## src/hdl/sprb_pkg.sv

```systemverilog
`timescale 1ns / 1ps
// ============================================================================
// Stereo playout ring buffer package
// Shared constants, controller state type and the command bundle that the
// controller sends to the datapath.
// ============================================================================
package sprb_pkg;

    localparam int DEPTH_PAIRS_DEF = 1024;
    localparam int FRAME_PAIRS_DEF = 32;
    localparam int SAMPLE_W        = 16;
    localparam int PAIRS_W         = 11;
    localparam int PAIR_W          = 2 * SAMPLE_W;

    typedef enum logic {
        ST_IDLE,
        ST_PULL
    } t_state;

    typedef struct packed {
        logic push;
        logic pull_load;
        logic rd_en;
        logic rd_last;
        logic commit;
    } t_cmd;

endpackage

```

## src/hdl/sprb_ctrl.sv

```systemverilog
`timescale 1ns / 1ps
// ============================================================================
// Stereo playout ring buffer controller
// Accepts items, sequences the pair reads of a pulled frame and tells the
// datapath when to commit the frame.
// ============================================================================
module sprb_ctrl #(
    parameter int FRAME_PAIRS = sprb_pkg::FRAME_PAIRS_DEF
) (
    input  logic           i_clk,
    input  logic           i_rst_n,
    input  logic           start,
    input  logic           i_mode,
    output logic           busy,
    output sprb_pkg::t_cmd o_cmd
);

    localparam int CW = (FRAME_PAIRS > 1) ? $clog2(FRAME_PAIRS) : 1;

    sprb_pkg::t_state r_state, n_state;
    logic [CW-1:0]    r_cnt, n_cnt;

    always_ff @(posedge i_clk) begin
        if (!i_rst_n) begin
            r_state <= sprb_pkg::ST_IDLE;
            r_cnt   <= '0;
        end else begin
            r_state <= n_state;
            r_cnt   <= n_cnt;
        end
    end

    always_comb begin
        n_state = r_state;
        n_cnt   = r_cnt;
        o_cmd   = '0;
        busy    = 1'b0;
        unique case (r_state)
            sprb_pkg::ST_IDLE: begin
                if (start) begin
                    if (i_mode) begin
                        o_cmd.pull_load = 1'b1;
                        n_cnt           = '0;
                        n_state         = sprb_pkg::ST_PULL;
                    end else begin
                        o_cmd.push = 1'b1;
                    end
                end
            end
            sprb_pkg::ST_PULL: begin
                busy        = 1'b1;
                o_cmd.rd_en = 1'b1;
                if (r_cnt == CW'(FRAME_PAIRS - 1)) begin
                    o_cmd.rd_last = 1'b1;
                    o_cmd.commit  = 1'b1;
                    n_state       = sprb_pkg::ST_IDLE;
                end else begin
                    n_cnt = r_cnt + 1'b1;
                end
            end
            default: begin
                n_state = sprb_pkg::ST_IDLE;
            end
        endcase
    end

endmodule

```

## config.mk

```make
export PLATFORM = sky130hd
export DESIGN_NAME = sprb_ctrl
export DESIGN_NICKNAME = d
export VERILOG_FILES = /design/src/hdl/sprb_pkg.sv /design/src/hdl/sprb_ctrl.sv
export SDC_FILE = /design/constraint.sdc
export NUM_CORES = 1
export LEC_CHECK = 0
export BUFFER_PORTS_ARGS = -buffer_cell sky130_fd_sc_hd__buf_2
export CORE_AREA = 2 2 39 41
export CTS_BUF_LIST = sky130_fd_sc_hd__clkbuf_8
export DETAILED_ROUTE_END_ITERATION = 10
export DIE_AREA = 0 0 41 43
export GPL_TIMING_DRIVEN = 0
export PLACE_DENSITY_LB_ADDON = 0.12
export SETUP_SLACK_MARGIN = 0.02
export SYNTH_ARGS = -nofsm -noshare
export SYNTH_HDL_FRONTEND = slang
export SYNTH_SLANG_ARGS = --single-unit
```

## constraint.sdc

```tcl
create_clock -name i_clk -period 2.5 [get_ports i_clk]
set_input_delay 0.5 -clock i_clk [delete_from_list [all_inputs] [get_ports i_clk]]
set_output_delay 0.5 -clock i_clk [all_outputs]
set_load 0.03 [all_outputs]
```

==> metrics, run 1 <==
starting DRC count in detailed routing 3; placed instance area 365 um2; RSZ-0062 raised after global routing no; clk slew on worst S/H paths 0.04 ns; setup TNS 0 ns; # DRC 0; sequential area share after synthesis 0.400; CTS-repair resized insts 0; Starting Density 0.217; status finished, final reports clean; Post-CTS Setup Repair Bufs 0; CTS tree built; routability cong. 0.624; fin area 407 um2; critical-path maximum fanout 4; # hold bufs at CTS 0; fmax 0.469 GHz; largest net degree at the start of global routing 9; routed wire length 567 um; DRT antenna net count 0; Worst Max-Slew Pin Slew 0.208 ns; Synth Area per Inst 8.58 um2; Rows 14; CP Data Arrival Time 1.63 ns; # fillers 155; pwr/cell area 673 nW/um2; fin util 0.294; clk sinks 6; Multi-input gate area 161 um2; Die X 41 um; core area 1380 um2; Tcrit/Tclk final 0.852; die height 43 um; synthesized area 300 um2; max layer used met3; Netlist cell types 19; critical path class reg -> out; most frequent cells in the layout buf_2 (9), nand2_1 (7), dfxtp_1 (6); Avg WL per Cell 9.00 um; total track usage 0.0856; Final Hold Viols 0; number of port buffers 9; fin crit period 2.13 ns; Yosys Warn Count 0; CTS Buffer Depth 2; gr ovfl total 0; DIE AREA 1760 um2; register bit total from synthesis 6; post-synthesis cell count 35; Pleak 0.197 nW; post-DR vias/cell 4.33; vias in the first global route 246; first-pass GRT wire length 979 um; max-cap viol count 0; Max Slew Vio Count 0; CP Launch Type flip-flop; TritonCTS buffer count 3; routed wl met3 45 um; routed vias 273; Crit. End Element primary output; final setup vio count 0; layout cells sized above 1 0.340; final setup margin 0.369 ns; CP required 2.00 ns; initial antenna violation count 0; worst slack, placed 0.604 ns; Layout area overhead 35.4%; Setup Skew 0.00203 ns; hpwl dp 460 um; FF+latch area 120 um2; Root Buffer clkbuf_8; Detailed Routing Iterations Pass 1 3; Met2 Wirelength 252 um; Clk Latency, worst-skew pair 0.22 ns; n_diodes 0; most common cell after layout, fill and taps aside buf_2; Mapped Nets 41; hold crit path type reg -> reg; Max-slew headroom 0.861; Nets 55; H-tree depth 1; WL met1 268 um; Max VDD drop 0.000262 V; # IOs 10
==> flip-flops by register name, indices dropped and copies added (netlist names) <==
register and count:
r_cnt 5, r_state 1
==> worst paths after layout <==
check / end / startpoint / slack [ns] / cells after the start
hold reg to reg: r_cnt[4] / r_cnt[4] / 0.47 / 2
setup reg to reg: r_cnt[3] / r_cnt[0] / 0.78 / 6
setup / recovery: o_cmd[1] / r_cnt[0] / 0.37 / 6
hold / removal: r_cnt[4] / r_cnt[4] / 0.47 / 2
==> layout make-up <==
type,count,share of cell area
well taps,16,0.0492
inverters,1,0.00923
clock buffers,3,0.102
multi-input cells,26,0.397
flip-flops and latches,6,0.295
repair buffers,9,0.111
plain buffers,2,0.0369
==> cells in the mapped netlist <==
cell      count  area, um2
a21oi_1       1       5.00
and2_1        1       6.26
and2_2        1       7.51
and3_1        1       6.26
buf_4         2       15.0
dfxtp_1       6        120
ha_1          2       25.0
inv_1         1       3.75
nand2_1       7       26.3
nand2b_1      1       6.26
nand2b_2      1       8.76
nand3_1       1       5.00
nand3b_1      2       15.0
nor2_1        1       3.75
nor3b_1       1       7.51
o21ai_0       1       5.00
o22ai_1       3       18.8
or3_1         1       6.26
xor2_1        1       8.76
==> routing by layer <==
layer	global-route usage	vias to the layer above
met5	0	-
met4	0.0800	0
met3	0.0314	0
met2	0.113	10
met1	0.101	120
li1	-	143
==> through the flow <==
step | instances | hold WS [ns] | total power, mW
floorplan | 35 | 0.450 | 0.124
global route | 63 | 0.501 | 0.289
finish | 63 | 0.470 | 0.274
global placement | 60 | 0.464 | 0.134
CTS | 63 | 0.472 | 0.279
detailed placement | 60 | 0.467 | 0.134
==> critical path, cell delays in order, from the launching register on <==
cell,delay [ns]
dfxtp_1,0.33
ha_1,0.21
and3_1,0.19
ha_1,0.20
and2_2,0.20
buf_4,0.12
buf_2,0.16
==> cells by family after synthesis <==
| family | synth area share |
|---|---|
| and+or+nand+nor | 0.329 |
| adders and majority gates | 0.0833 |
| buffers and inverters | 0.0625 |
| AOI/OAI and AO/OA | 0.0958 |
| DFF | 0.400 |
| xor gates and xnor gates | 0.0292 |
==> where the power goes <==
| part | leakage, nW | switching, mW | internal (mW) |
|---|---|---|---|
| registers | 0.0487 | 0.00347 | 0.0992 |
| clock network | 0.0216 | 0.0376 | 0.103 |
| logic | 0.127 | 0.0194 | 0.0109 |
Note: power is estimated with default switching activity, not from simulation.
==> run 2: changes to the inputs <==
--- a/config.mk
+++ b/config.mk
@@ -5,6 +5,7 @@
 export SDC_FILE = /design/constraint.sdc
 export NUM_CORES = 1
 export LEC_CHECK = 0
+export ABC_AREA = 1
 export BUFFER_PORTS_ARGS = -buffer_cell sky130_fd_sc_hd__buf_2
 export CORE_AREA = 2 2 39 41
 export CTS_BUF_LIST = sky130_fd_sc_hd__clkbuf_8
==> metrics, run 2 <==
# DRC 0 (unchanged); beginning of the critical path r_cnt[0] (unchanged); total track usage 0.0894 (was 0.0856); Tcrit/Tclk final 0.815 (was 0.852); Yosys Warn Count 0 (unchanged); Worst Max-Slew Pin Slew 0.218 ns (was 0.208 ns); Final Hold Viols 0 (unchanged); hold crit path type reg -> reg (unchanged); placed instance area 398 um2 (was 365 um2); most frequent cells in the layout nand2_1 (12), buf_2 (9), inv_1 (6), dfxtp_1 (6), nor2_1 (5) (was buf_2 (9), nand2_1 (7), dfxtp_1 (6)); Async S/R FF share, synth 0 (unchanged); TritonCTS buffer count 3 (unchanged); initial antenna violation count 0 (unchanged); n_diodes 0 (unchanged); CTS-repair resized insts 0 (unchanged); fin crit period 2.04 ns (was 2.13 ns); final setup vio count 0 (unchanged); die height 43 um (unchanged); most frequent cell after synthesis nand2_1 (unchanged); fmax 0.491 GHz (was 0.469 GHz); DIE AREA 1760 um2 (unchanged); clk sinks 6 (unchanged); Layout area overhead 32.0% (was 35.4%); fin area 439 um2 (was 407 um2); Die X 41 um (unchanged); reg2reg end r_cnt[3] (unchanged); register bit total from synthesis 6 (unchanged); CP Data Arrival Time 1.54 ns (was 1.63 ns); CTS tree built (unchanged); Nets 67 (was 55); post-synthesis cell count 47 (was 35); worst hold slack 0.469 ns (was 0.470 ns); H-tree depth 1 (unchanged); sequential area share after synthesis 0.361 (was 0.400); r2r setup slk 1.07 ns (was 0.78 ns); dpl cells 72 (was 60); EDFF count, synth 0 (unchanged); synthesized area 333 um2 (was 300 um2); biggest regs r_cnt (5), r_state (1) (unchanged); Rows 14 (unchanged); DRT antenna net count 0 (unchanged); pwr/cell area 642 nW/um2 (was 673 nW/um2); # hold bufs at CTS 0 (unchanged); Biggest register r_cnt (unchanged); Critical Path End o_cmd[1] (unchanged); max-cap viol count 0 (unchanged); first-pass GRT wire length 1.01 mm (was 979 um); Netlist cell types 15 (was 19); number of port buffers 9 (unchanged); CTS Buffer Depth 2 (unchanged); Clk Latency, worst-skew pair 0.22 ns (about the same); area leader, netlist dfxtp_1 (unchanged); RSZ-0062 raised after global routing no (unchanged); Synth Area per Inst 7.08 um2 (was 8.58 um2); Max VDD drop 0.000220 V (was 0.000262 V); launching point of the worst reg2reg path r_cnt[0] (unchanged); Post-CTS Setup Repair Bufs 0 (unchanged); Overall Power 0.282 mW (was 0.274 mW); setup TNS 0 ns (unchanged); hpwl dp 500 um (was 460 um); Max Slew Vio Count 0 (unchanged); # IOs 10 (unchanged); Max-slew headroom 0.854 (was 0.861); layout cells sized above 1 0.339 (was 0.340); # fillers 162 (was 155); Setup Skew 0.00110 ns (was 0.00203 ns); gr ovfl total 0 (unchanged); Avg WL per Cell 8.41 um (was 9.00 um); Final Non-Filler Cells 75 (was 63); Pleak 0.241 nW (was 0.197 nW); Crit. End Element primary output (unchanged); core area 1380 um2 (unchanged); critical-path maximum fanout 4 (unchanged); Root Buffer clkbuf_8 (unchanged); critical path class reg -> out (unchanged); routability cong. 0.697 (was 0.624); starting DRC count in detailed routing 4 (was 3); largest net degree at the start of global routing 7 (was 9); leading cell types by count after synthesis nand2_1 (12), dfxtp_1 (6), inv_1 (6) (was nand2_1 (7), dfxtp_1 (6), o22ai_1 (3)); status finished, final reports clean (unchanged); post-DR vias/cell 4.13 (was 4.33); Detailed Routing Iterations Pass 1 2 (was 3); most common cell after layout, fill and taps aside nand2_1 (was buf_2); Top FF cell, synth dfxtp_1 (unchanged); R2R depth 9 (was 6); vias in the first global route 271 (was 246); CP Launch Type flip-flop (unchanged); largest cells by area after synthesis dfxtp_1 (36%), nand2_1 (14%), ha_1 (7.5%) (was dfxtp_1 (40%), nand2_1 (8.8%), ha_1 (8.3%)); routed wire length 631 um (was 567 um); routed vias 310 (was 273); Hold Path Cell Cnt 2 (unchanged); clk slew on worst S/H paths 0.04 ns (about the same); CP required 2.00 ns (about the same); Mapped Nets 53 (was 41); number of flip-flops in the largest register 5 (unchanged); area share of the largest cell type after synthesis 0.361 (was 0.400); Starting Density 0.241 (was 0.217)
run 2: how the worst min path moves through the flow:
stage	startpoint	to	slack [ns]
after floorplan	r_cnt[4]	r_cnt[4]	0.44
after global placement	r_cnt[4]	r_cnt[4]	0.47
after detailed placement	r_cnt[4]	r_cnt[4]	0.47
after CTS	r_cnt[4]	r_cnt[4]	0.47
after global routing	r_cnt[0]	r_cnt[0]	0.51
final	r_cnt[4]	r_cnt[4]	0.47
run 2: logic make-up after synthesis:
logic type,after synthesis,synth area share
AOI/OAI and AO/OA,5,0.0752
adders and majority gates,2,0.0752
DFF,6,0.361
and+or+nand+nor,25,0.365
buffers and inverters,9,0.124
run 2: layer usage:
| layer | vias up | wire length, um | part of all wire | GRT usage |
|---|---|---|---|---|
| met2 | 13 | 216 | 0.34 | 0.100 |
| met5 | - | 0 | 0 | 0 |
| met3 | 2 | 67 | 0.11 | 0.0471 |
| met4 | 0 | 15 | 0.024 | 0.0800 |
| li1 | 169 | - | - | - |
| met1 | 126 | 331 | 0.52 | 0.116 |
run 2: layout make-up:
class	instances	area, um2	share of cell area
clock buffers	3	41.3	0.0940
multi-input cells	32	171	0.390
flip-flops and latches	6	120	0.274
plain buffers	2	15.0	0.0342
inverters	7	26.3	0.0598
repair buffers	9	45.0	0.103
well taps	16	20.0	0.0456
run 2: metrics by stage:
step                utilization  setup WS (ns)
floorplan                     -          0.685
global placement          0.288          0.679
detailed placement        0.288          0.688
CTS                       0.317          0.452
global route              0.317          0.379
finish                    0.317          0.462
run 2: worst max-delay path, cell delays in order (launching register included):
cell and delay [ns]:
dfxtp_1 0.32, ha_1 0.21, and3_1 0.18, ha_1 0.18, nand2_2 0.09, inv_1 0.05
buf_4 0.12, buf_2 0.16
run 2: power by group:
group | internal (mW) | leakage (nW) | switching [mW] | total [mW]
Clock | 0.103 | 0.0216 | 0.0419 | 0.145
Combinational | 0.0115 | 0.170 | 0.0222 | 0.0337
Sequential | 0.0992 | 0.0488 | 0.00341 | 0.103
Total | 0.214 | 0.241 | 0.0676 | 0.282
